[config.mk]
export PLATFORM = sky130hd
export DESIGN_NAME = dual_turn_signal_led_sequencer
export DESIGN_NICKNAME = d
export VERILOG_FILES = /design/src/design/dtsl_pkg.sv /design/src/design/dual_turn_signal_led_sequencer.sv /design/src/design/dtsl_table_mem.sv /design/src/design/dtsl_frame_timer.sv /design/src/design/dtsl_chan_seq.sv /design/src/design/dtsl_out_buf.sv
export SDC_FILE = /design/constraint.sdc
export NUM_CORES = 2
export LEC_CHECK = 0
export BUFFER_PORTS_ARGS = -buffer_cell sky130_fd_sc_hd__buf_2
export CAP_MARGIN = 30
export CORE_UTILIZATION = 28
export CTS_BUF_LIST = sky130_fd_sc_hd__clkbuf_8 sky130_fd_sc_hd__clkbuf_16
export DETAILED_ROUTE_END_ITERATION = 6
export PLACE_DENSITY = 0.46
export SLEW_MARGIN = 20
export SYNTH_ARGS = -nofsm -noshare
export SYNTH_HDL_FRONTEND = slang
export SYNTH_SLANG_ARGS = --single-unit
[constraint.sdc]
create_clock -name i_clk -period 7.6 [get_ports i_clk]
set_clock_uncertainty 0.1 [all_clocks]
set_input_delay 1.52 -clock i_clk [delete_from_list [all_inputs] [get_ports i_clk]]
set_output_delay 1.52 -clock i_clk [all_outputs]
set_load 0.01 [all_outputs]
[src/design/dtsl_pkg.sv]
`default_nettype none
package dtsl_pkg;

    typedef enum logic [0:0] {
        OP_TICK  = 1'b0,
        OP_WRITE = 1'b1
    } t_opcode;

    localparam int CFG_IDX_W = 3;

    typedef enum logic [CFG_IDX_W-1:0] {
        REG_FRAMES_PER_SECOND = 3'd0,
        REG_PERIOD_MS         = 3'd1,
        REG_PERIOD_REM        = 3'd2,
        REG_PEAK_FRAME        = 3'd3,
        REG_FRAME_COUNT       = 3'd4
    } t_reg_idx;

    localparam int CFG_DATA_W = 10;

    typedef struct packed {
        logic [9:0] frames_per_second;
        logic [9:0] period_ms;
        logic [9:0] period_rem;
        logic [7:0] peak_frame;
        logic [8:0] frame_count;
    } t_cfg;

    // what a channel does at the frame step, decided before the table is read
    typedef enum logic [2:0] {
        ACT_STOP = 3'b001,
        ACT_RUN  = 3'b010,
        ACT_FWD  = 3'b100
    } t_act;

    typedef struct packed {
        t_act       act;
        logic [7:0] cand;
        logic [7:0] frame;
    } t_plan;

    typedef struct packed {
        logic start;
        logic capture;
        logic finish;
    } t_seq_ctl;

    typedef struct packed {
        logic [7:0] left_level;
        logic [7:0] right_level;
        logic       left_changed;
        logic       right_changed;
    } t_result;

endpackage
`default_nettype wire

[src/design/dual_turn_signal_led_sequencer.sv]
`default_nettype none
// Left and right turn-signal LEDs stepping through one brightness table held in a
// dual read-port RAM. A frame step reads the table twice: the candidate frame of
// both channels is read on the accept cycle and the current frame on the next,
// and input is held while the second read is out. The result passes r_busy and
// r_fin and is then pushed into the output register, with a skid slot behind it
// so input keeps moving while a result waits. The table needs no clearing after
// reset; an entry must be written before a channel reaches it.
module dual_turn_signal_led_sequencer #(
    parameter int SEQ_DEPTH = 256
) (
    input  wire logic                            i_clk,
    input  wire logic                            i_rst_n,
    input  wire logic                            i_in_valid,
    output logic                                 o_in_ready,
    input  wire logic                            i_opcode,
    input  wire logic                            i_request_left,
    input  wire logic                            i_request_right,
    input  wire logic [7:0]                      i_table_index,
    input  wire logic [7:0]                      i_table_value,
    output logic                                 o_out_valid,
    input  wire logic                            i_out_ready,
    output logic      [7:0]                      o_left_level,
    output logic      [7:0]                      o_right_level,
    output logic                                 o_left_changed,
    output logic                                 o_right_changed,
    input  wire logic                            i_cfg_valid,
    output logic                                 o_cfg_ready,
    input  wire logic [dtsl_pkg::CFG_IDX_W-1:0]  i_cfg_index,
    input  wire logic [dtsl_pkg::CFG_DATA_W-1:0] i_cfg_data
);

    localparam int MEM_DEPTH = (SEQ_DEPTH < 256) ? SEQ_DEPTH : 256;
    localparam int AW        = $clog2(MEM_DEPTH);

    dtsl_pkg::t_cfg     r_cfg;
    logic               r_busy;
    logic               r_fin;
    logic               acc;
    logic               is_tick;
    logic               tick_acc;
    logic               step_start;
    logic               tmr_step;
    logic               mem_we;
    logic [1:0]         ob_count;
    logic [2:0]         pending;
    logic [AW-1:0]      rd_addr0;
    logic [AW-1:0]      rd_addr1;
    logic [7:0]         rd_data0;
    logic [7:0]         rd_data1;
    dtsl_pkg::t_seq_ctl ctl;
    dtsl_pkg::t_result  result;
    dtsl_pkg::t_result  out_data;

    // hold input while the second table read is out or no result slot is free
    assign pending    = {1'b0, ob_count} + {2'b00, r_fin};
    assign o_in_ready = !r_busy && (pending < 3'd2);
    assign acc        = i_in_valid && o_in_ready;
    assign is_tick    = (dtsl_pkg::t_opcode'(i_opcode) == dtsl_pkg::OP_TICK);
    assign tick_acc   = acc && is_tick;
    assign step_start = tick_acc && tmr_step;
    assign mem_we     = acc && (dtsl_pkg::t_opcode'(i_opcode) == dtsl_pkg::OP_WRITE);
    assign o_cfg_ready = 1'b1;

    assign ctl.start   = step_start;
    assign ctl.capture = r_busy;
    assign ctl.finish  = r_fin;

    always_ff @(posedge i_clk) begin
        if (!i_rst_n) begin
            r_busy <= 1'b0;
            r_fin  <= 1'b0;
        end else begin
            r_busy <= step_start;
            r_fin  <= r_busy;
        end
    end

    always_ff @(posedge i_clk) begin
        if (!i_rst_n) begin
            r_cfg.frames_per_second <= 10'd50;
            r_cfg.period_ms         <= 10'd20;
            r_cfg.period_rem        <= 10'd0;
            r_cfg.peak_frame        <= 8'd0;
            r_cfg.frame_count       <= 9'd256;
        end else if (i_cfg_valid && o_cfg_ready) begin
            case (dtsl_pkg::t_reg_idx'(i_cfg_index))
                dtsl_pkg::REG_FRAMES_PER_SECOND: r_cfg.frames_per_second <= i_cfg_data;
                dtsl_pkg::REG_PERIOD_MS:         r_cfg.period_ms         <= i_cfg_data;
                dtsl_pkg::REG_PERIOD_REM:        r_cfg.period_rem        <= i_cfg_data;
                dtsl_pkg::REG_PEAK_FRAME:        r_cfg.peak_frame        <= i_cfg_data[7:0];
                dtsl_pkg::REG_FRAME_COUNT:       r_cfg.frame_count       <= i_cfg_data[8:0];
                default: begin
                end
            endcase
        end
    end

    dtsl_frame_timer u_timer (
        .i_clk   (i_clk),
        .i_rst_n (i_rst_n),
        .i_tick  (tick_acc),
        .i_cfg   (r_cfg),
        .o_step  (tmr_step)
    );

    dtsl_table_mem #(
        .DEPTH (MEM_DEPTH),
        .AW    (AW)
    ) u_table (
        .i_clk    (i_clk),
        .i_we     (mem_we),
        .i_windex (i_table_index),
        .i_wdata  (i_table_value),
        .i_re     (step_start || r_busy),
        .i_raddr0 (rd_addr0),
        .i_raddr1 (rd_addr1),
        .o_rdata0 (rd_data0),
        .o_rdata1 (rd_data1)
    );

    dtsl_chan_seq #(
        .DEPTH (MEM_DEPTH),
        .AW    (AW)
    ) u_chan (
        .i_clk       (i_clk),
        .i_rst_n     (i_rst_n),
        .i_ctl       (ctl),
        .i_cfg       (r_cfg),
        .i_req_left  (i_request_left),
        .i_req_right (i_request_right),
        .o_rd_addr0  (rd_addr0),
        .o_rd_addr1  (rd_addr1),
        .i_rd_data0  (rd_data0),
        .i_rd_data1  (rd_data1),
        .o_result    (result)
    );

    dtsl_out_buf u_out (
        .i_clk   (i_clk),
        .i_rst_n (i_rst_n),
        .i_push  (r_fin),
        .i_data  (result),
        .o_valid (o_out_valid),
        .i_ready (i_out_ready),
        .o_data  (out_data),
        .o_count (ob_count)
    );

    assign o_left_level    = out_data.left_level;
    assign o_right_level   = out_data.right_level;
    assign o_left_changed  = out_data.left_changed;
    assign o_right_changed = out_data.right_changed;

    a_no_overflow: assert property (@(posedge i_clk) disable iff (!i_rst_n)
        r_fin |-> ((ob_count != 2'd2) || (o_out_valid && i_out_ready)))
        else $error("result pushed into a full output buffer");

    a_step_result: assert property (@(posedge i_clk) disable iff (!i_rst_n)
        step_start |-> ##2 r_fin)
        else $error("frame step did not finish two cycles after transfer");

    a_result_shown: assert property (@(posedge i_clk) disable iff (!i_rst_n)
        r_fin |=> o_out_valid)
        else $error("finished frame step not presented on output");

endmodule
`default_nettype wire

[src/design/dtsl_table_mem.sv]
`default_nettype none
module dtsl_table_mem #(
    parameter int DEPTH = 256,
    parameter int AW    = 8
) (
    input  wire logic          i_clk,
    input  wire logic          i_we,
    input  wire logic [7:0]    i_windex,
    input  wire logic [7:0]    i_wdata,
    input  wire logic          i_re,
    input  wire logic [AW-1:0] i_raddr0,
    input  wire logic [AW-1:0] i_raddr1,
    output logic      [7:0]    o_rdata0,
    output logic      [7:0]    o_rdata1
);

    logic [7:0] mem [DEPTH];
    logic       we_ok;

    // drop writes beyond the table
    assign we_ok = i_we && (int'(i_windex) < DEPTH);

    always_ff @(posedge i_clk) begin
        if (we_ok) begin
            mem[i_windex[AW-1:0]] <= i_wdata;
        end
        if (i_re) begin
            o_rdata0 <= mem[i_raddr0];
            o_rdata1 <= mem[i_raddr1];
        end
    end

endmodule
`default_nettype wire

[src/design/dtsl_frame_timer.sv]
`default_nettype none
module dtsl_frame_timer (
    input  wire logic          i_clk,
    input  wire logic          i_rst_n,
    input  wire logic          i_tick,
    input  wire dtsl_pkg::t_cfg i_cfg,
    output logic               o_step
);

    logic [10:0] r_countdown;
    logic [9:0]  r_rem_sum;
    logic [10:0] acc;
    logic [10:0] acc_adj;
    logic        carry;
    logic [10:0] delay;
    logic [10:0] n_countdown;
    logic [9:0]  n_rem_sum;

    assign o_step = (r_countdown == 11'd0);

    always_comb begin
        acc     = {1'b0, r_rem_sum} + {1'b0, i_cfg.period_rem};
        carry   = (acc >= {1'b0, i_cfg.frames_per_second});
        acc_adj = carry ? (acc - {1'b0, i_cfg.frames_per_second}) : acc;
        delay   = {1'b0, i_cfg.period_ms} + {10'd0, carry};
        n_countdown = r_countdown;
        n_rem_sum   = r_rem_sum;
        if (i_tick) begin
            if (!o_step) begin
                n_countdown = r_countdown - 11'd1;
            end else begin
                n_rem_sum   = acc_adj[9:0];
                n_countdown = (delay != 11'd0) ? (delay - 11'd1) : 11'd0;
            end
        end
    end

    always_ff @(posedge i_clk) begin
        if (!i_rst_n) begin
            r_countdown <= '0;
            r_rem_sum   <= '0;
        end else begin
            r_countdown <= n_countdown;
            r_rem_sum   <= n_rem_sum;
        end
    end

endmodule
`default_nettype wire

[src/design/dtsl_chan_seq.sv]
`default_nettype none
module dtsl_chan_seq #(
    parameter int DEPTH = 256,
    parameter int AW    = 8
) (
    input  wire logic               i_clk,
    input  wire logic               i_rst_n,
    input  wire dtsl_pkg::t_seq_ctl i_ctl,
    input  wire dtsl_pkg::t_cfg     i_cfg,
    input  wire logic               i_req_left,
    input  wire logic               i_req_right,
    output logic         [AW-1:0]   o_rd_addr0,
    output logic         [AW-1:0]   o_rd_addr1,
    input  wire logic    [7:0]      i_rd_data0,
    input  wire logic    [7:0]      i_rd_data1,
    output dtsl_pkg::t_result       o_result
);

    localparam logic [8:0] N_MAX = 9'(DEPTH);

    logic           r_run   [2];
    logic [7:0]     r_frame [2];
    logic [7:0]     r_level [2];
    dtsl_pkg::t_plan r_plan [2];
    logic [7:0]     r_hold  [2];

    logic           n_run   [2];
    logic [7:0]     n_frame [2];
    logic [7:0]     n_level [2];
    logic           eff_run   [2];
    logic [7:0]     eff_frame [2];
    dtsl_pkg::t_plan plan   [2];
    logic           req     [2];
    logic [7:0]     rd_data [2];
    logic [8:0]     n_use;

    function automatic dtsl_pkg::t_plan plan_chan(
        input logic       run,
        input logic [7:0] f,
        input logic       rq,
        input logic [7:0] peak,
        input logic [8:0] n
    );
        logic [8:0]      f1;
        dtsl_pkg::t_plan p;
        f1      = {1'b0, f} + 9'd1;
        p.act   = dtsl_pkg::ACT_STOP;
        p.cand  = '0;
        p.frame = f;
        if (!run) begin
            if (rq) begin
                p.act = dtsl_pkg::ACT_RUN;
            end
        end else if (rq) begin
            p.act = dtsl_pkg::ACT_RUN;
            if (f1 < n) begin
                p.cand = f1[7:0];
            end
        end else if (f < peak) begin
            // ramp down, stop once frame zero is reached
            if (f != 8'd0) begin
                p.act  = dtsl_pkg::ACT_RUN;
                p.cand = f - 8'd1;
            end
        end else if (f1 < n) begin
            p.act  = dtsl_pkg::ACT_FWD;
            p.cand = f1[7:0];
        end
        return p;
    endfunction

    assign req[0]     = i_req_left;
    assign req[1]     = i_req_right;
    assign rd_data[0] = i_rd_data0;
    assign rd_data[1] = i_rd_data1;
    assign n_use      = (i_cfg.frame_count > N_MAX) ? N_MAX : i_cfg.frame_count;

    always_comb begin
        for (int c = 0; c < 2; c++) begin
            n_run[c]   = 1'b0;
            n_frame[c] = '0;
            n_level[c] = '0;
            case (r_plan[c].act)
                dtsl_pkg::ACT_RUN: begin
                    n_run[c]   = 1'b1;
                    n_frame[c] = r_plan[c].cand;
                    n_level[c] = r_hold[c];
                end
                dtsl_pkg::ACT_FWD: begin
                    // finish forward only while current and next entries are lit
                    if ((r_hold[c] != 8'd0) && (rd_data[c] != 8'd0)) begin
                        n_run[c]   = 1'b1;
                        n_frame[c] = r_plan[c].cand;
                        n_level[c] = r_hold[c];
                    end
                end
                default: begin
                    n_run[c] = 1'b0;
                end
            endcase
            // forward the finishing step into a step that starts now
            eff_run[c]   = i_ctl.finish ? n_run[c] : r_run[c];
            eff_frame[c] = i_ctl.finish ? n_frame[c] : r_frame[c];
            plan[c]      = plan_chan(eff_run[c], eff_frame[c], req[c],
                                     i_cfg.peak_frame, n_use);
        end
    end

    // first read: candidate frame, second read: current frame
    assign o_rd_addr0 = i_ctl.capture ? r_plan[0].frame[AW-1:0] : plan[0].cand[AW-1:0];
    assign o_rd_addr1 = i_ctl.capture ? r_plan[1].frame[AW-1:0] : plan[1].cand[AW-1:0];

    always_ff @(posedge i_clk) begin
        if (!i_rst_n) begin
            for (int c = 0; c < 2; c++) begin
                r_run[c]   <= 1'b0;
                r_frame[c] <= '0;
                r_level[c] <= '0;
            end
        end else if (i_ctl.finish) begin
            for (int c = 0; c < 2; c++) begin
                r_run[c]   <= n_run[c];
                r_frame[c] <= n_frame[c];
                r_level[c] <= n_level[c];
            end
        end
    end

    always_ff @(posedge i_clk) begin
        if (i_ctl.start) begin
            r_plan[0] <= plan[0];
            r_plan[1] <= plan[1];
        end
        if (i_ctl.capture) begin
            r_hold[0] <= i_rd_data0;
            r_hold[1] <= i_rd_data1;
        end
    end

    always_comb begin
        o_result.left_level    = n_level[0];
        o_result.right_level   = n_level[1];
        o_result.left_changed  = (n_level[0] != r_level[0]);
        o_result.right_changed = (n_level[1] != r_level[1]);
    end

endmodule
`default_nettype wire

[src/design/dtsl_out_buf.sv]
`default_nettype none
module dtsl_out_buf (
    input  wire logic              i_clk,
    input  wire logic              i_rst_n,
    input  wire logic              i_push,
    input  wire dtsl_pkg::t_result i_data,
    output logic                   o_valid,
    input  wire logic              i_ready,
    output dtsl_pkg::t_result      o_data,
    output logic [1:0]             o_count
);

    logic              r_ov;
    logic              r_sv;
    dtsl_pkg::t_result r_out;
    dtsl_pkg::t_result r_skid;
    logic              n_ov;
    logic              n_sv;
    logic              pop;
    logic              load_out;
    logic              out_from_skid;
    logic              load_skid;

    assign pop     = r_ov && i_ready;
    assign o_valid = r_ov;
    assign o_data  = r_out;
    assign o_count = {r_ov & r_sv, r_ov ^ r_sv};

    always_comb begin
        n_ov          = r_ov;
        n_sv          = r_sv;
        load_out      = 1'b0;
        out_from_skid = 1'b0;
        load_skid     = 1'b0;
        if (i_push && pop) begin
            if (r_sv) begin
                out_from_skid = 1'b1;
                load_skid     = 1'b1;
            end else begin
                load_out = 1'b1;
            end
        end else if (i_push) begin
            if (!r_ov) begin
                load_out = 1'b1;
                n_ov     = 1'b1;
            end else begin
                load_skid = 1'b1;
                n_sv      = 1'b1;
            end
        end else if (pop) begin
            if (r_sv) begin
                out_from_skid = 1'b1;
                n_sv          = 1'b0;
            end else begin
                n_ov = 1'b0;
            end
        end
    end

    always_ff @(posedge i_clk) begin
        if (!i_rst_n) begin
            r_ov <= 1'b0;
            r_sv <= 1'b0;
        end else begin
            r_ov <= n_ov;
            r_sv <= n_sv;
        end
    end

    always_ff @(posedge i_clk) begin
        if (load_out) begin
            r_out <= i_data;
        end else if (out_from_skid) begin
            r_out <= r_skid;
        end
        if (load_skid) begin
            r_skid <= i_data;
        end
    end

endmodule
`default_nettype wire
==> key figures <==
Status
  – Status: complete, but fails checks
  – Violated checks: design-rule violations

Yosys
  – Seq/Total Area, Yosys: roughly three fifths
  – Synth warnings: 0
  – Synth Net Count: about 10000
  – FFs w/ async S/R, synth: 0%
  – Ys flop type: edfxtp_1
  – Syn avg cell area: approximately 11 um^2
  – Cell area after synthesis: 0.109 mm^2
  – Post-synthesis register bit count: between 2000 and 2500
  – EDFF count, synth: around 2200
  – Synthesized instance count: slightly above 10000
  – Cell variety after synth: between 90 and 100

Timing
  – Final hold violations: 0
  – Final setup viols: 0
  – Fmax achieved: roughly 130 MHz
  – Final worst slack: 87.0 ps
  – Crit share post-route: between 90% and 100%
  – Final Max Tran Viols: 0
  – Worst slew pin tran: roughly 1100 ps
  – RSZ-0062 raised after global routing: yes
  – Period minus WS final: around 7500 ps
  – Max-slew headroom: a little over a quarter

Layout
  – P&R area growth vs syn: 18.5%
  – Commonest cells after routing, fill and taps aside: nand2_1 (2437), edfxtp_1 (2188), a21oi_1 (1950)
  – Layout cells sized above 1: 13.3%
  – Design area: around 0.13 mm^2
  – Most common cell after layout, fill and taps aside: nand2_1
  – Final net count: about 10000
  – Post-Layout Cell Count: roughly 16000

Drt
  – Met1 Wirelength: 193000 um
  – Drt pass-1 iters: 7
  – DRC Markers: 1
  – Routed WL per cell: 29.6 um
  – Routed wire length: approximately 470000 um
  – Met2 WL post-DR: just over 200000 um
  – Highest routed layer: met5
  – Vias: between 90000 and 100k
  – Starting DRC count in detailed routing: 13200
  – Via density: between 5 and 6
  – ANT nets after route: 0
  – Routed wl met3: approximately 47000 um

CTS
  – CTS tree: built
  – Clock Latency Late Sink: 930 ps
  – TritonCTS buffer count: about 270
  – Clk buf depth: 4
  – Hold-fix buffers, CTS: 0
  – H-tree depth: 5
  – Clock slew at reported path FFs: ~60 ps
  – Root cell of the clock tree: clkbuf_16
  – Sink Count: about 2300

Setup path
  – Crit Path Max Fanout: 51
  – Crit-path leading delay family: compound AO/OA/AOI/OAI gates
  – Crit path buf inv count: 8
  – Arrival time worst endpoint: just over 8000 ps
  – Critical Path End Type: register
  – Worst EP required: ~8300 ps
  – Startpoint Class: register
  – CP max-delay cell: a221oi_1
  – Critical path startpoint: u_chan.r_plan[0][16]
  – CP most frequent cell: buf_4
  – Critical setup path kind: reg -> reg
  – R2r startpoint: u_chan.r_plan[0][16]
  – Crit path largest cell delay: 470 ps

Floorplan
  – Die height: between 600 and 700 um
  – Die Footprint: 0.390 mm^2
  – Initial core utilization: about 28%
  – Die Width: 625 um
  – # IOs: 58
  – Row count: 228
  – Core Area: around 0.39 mm^2

Min path
  – Worst hold path class: reg -> reg
  – Hold_sp: u_table.o_rdata1[5]

Placed design
  – Final GP Congestion: 0.912
  – Area of placed instances: around 0.12 mm^2
  – Dpl cells: 15200
  – IO buf count: 56
  – DP HPWL: 297000 um
  – Dpl ws: -807 ps

Pwr
  – Leakage power total: ~41 nW
  – Pwr dens: ~250 mW/mm^2
  – Maximum VDD drop: between 0.15 and 0.2 mV

Run
  – Max-Cap Viols: 0

Global route
  – First-pass GRT wire length: 650000 um
  – Largest net degree at the start of global routing: about 150
  – Antenna violations before repair: 20
  – Vias in the first global route: between 80000 and 90000
  – Gr usage total: between 20% and 30%
  – GRT overflow: 0
cell type report:
class | instances | area [um^2]
clock inverter | 183 | 1440
multi-input combinational | 6894 | 38400
antenna | 18 | 45.0
tap | 5175 | 6470
fill | 38200 | 257000
timing repair buffer | 832 | 7880
sequential | 2260 | 67100
inverter | 87 | 327
clock buffer | 277 | 6920
final timing paths:
check,endpoint,slack (ps),cells past startpoint
max reg2reg,u_table.o_rdata0[7],90,30
max,u_table.o_rdata0[7],90,30
min reg2reg,u_chan.r_hold[0][13],340,0
min,u_chan.r_hold[0][13],340,0
sequential cells by signal (all words and copies together), names as in the netlist:
| register | flops |
|---|---|
| u_table.mem | 2048 |
| r_cfg | 47 |
| u_chan.r_plan | 38 |
| u_out.o_data | 18 |
| u_out.r_skid | 18 |
| u_chan.r_frame | 16 |
| u_chan.r_hold | 16 |
| u_chan.r_level | 16 |
| u_timer.r_countdown | 11 |
| u_timer.r_rem_sum | 10 |
| u_table.o_rdata0 | 8 |
| u_table.o_rdata1 | 8 |
| u_chan.r_run | 2 |
| r_busy | 1 |
| r_fin | 1 |
| u_out.o_valid | 1 |
| u_out.r_sv | 1 |
Yosys cell counts, types with 19 or more instances:
library cell / count / area share [%]
nor2_1: 364 / 1.3
nor3_1: 33 / 0.15
and2_1: 27 / 0.16
buf_4: 21 / 0.15
nand3_1: 132 / 0.61
xnor2_1: 35 / 0.28
nand2b_1: 19 / 0.11
clkbuf_1: 526 / 1.8
o2111ai_1: 42 / 0.34
and3_1: 39 / 0.22
buf_2: 264 / 1.2
nor4_1: 154 / 0.89
a221oi_1: 901 / 7.3
edfxtp_1: 2188 / 61
o41ai_1: 101 / 0.81
buf_1: 78 / 0.27
a32oi_1: 55 / 0.44
a21boi_0: 53 / 0.37
nor2b_1: 27 / 0.16
ha_1: 60 / 0.69
o22ai_1: 98 / 0.56
nand2_1: 2451 / 8.5
o21ai_0: 69 / 0.32
inv_1: 83 / 0.29
dfxtp_1: 72 / 1.3
a21oi_1: 1951 / 9.0
a31oi_1: 23 / 0.13
a22oi_1: 23 / 0.16
cells by family (layout without fill, tap and decap cells):
| group | after synthesis | in the layout | share of synthesized area, % |
|---|---|---|---|
| adder cells (fa/ha/maj) | 62 | 62 | 0.728 |
| flip-flops | 2260 | 2260 | 61.8 |
| XOR/XNOR | 52 | 52 | 0.420 |
| AND/OR/NAND/NOR | 3315 | 3315 | 12.5 |
| multiplexers | 16 | 16 | 0.158 |
| AO/OA/AOI/OAI | 3447 | 3448 | 20.5 |
| buffers and inverters | 986 | 1379 | 3.85 |
| other | 1 | 19 | 0.00345 |
repair_timing:
action                     CTS  global route
setup endpoints to repair   16            16
cloned                       0             4
gates resized for setup     48           117
setup buffers                3            10
pin swaps                    4            10
layer usage:
| metal | global-route usage [%] | up-vias |
|---|---|---|
| li1 | - | 39100 |
| met5 | 0 | - |
| met2 | 34.7 | 6190 |
| met1 | 31.8 | 46500 |
| met3 | 3.96 | 971 |
| met4 | 9.06 | 8 |
metrics by stage:
step	hold slack [ps]	util [%]	power [mW]	TNS, ps
6_report	345	33.4	32.7	0
5_1_grt	352	33.4	33.5	-114
4_1_cts	341	33.1	32.6	0
3_5_place_dp	333	30.8	19.9	-5400
3_3_place_gp	335	30.7	19.9	-6080
2_1_floorplan	317	-	16.9	0
where the power goes:
| group | total (mW) | internal, mW | switching (mW) |
|---|---|---|---|
| combinational | 6.18 | 1.86 | 4.32 |
| clock | 12.7 | 7.31 | 5.40 |
| sequential | 13.8 | 13.7 | 0.0562 |
Note: power is estimated with default switching activity, not from simulation.
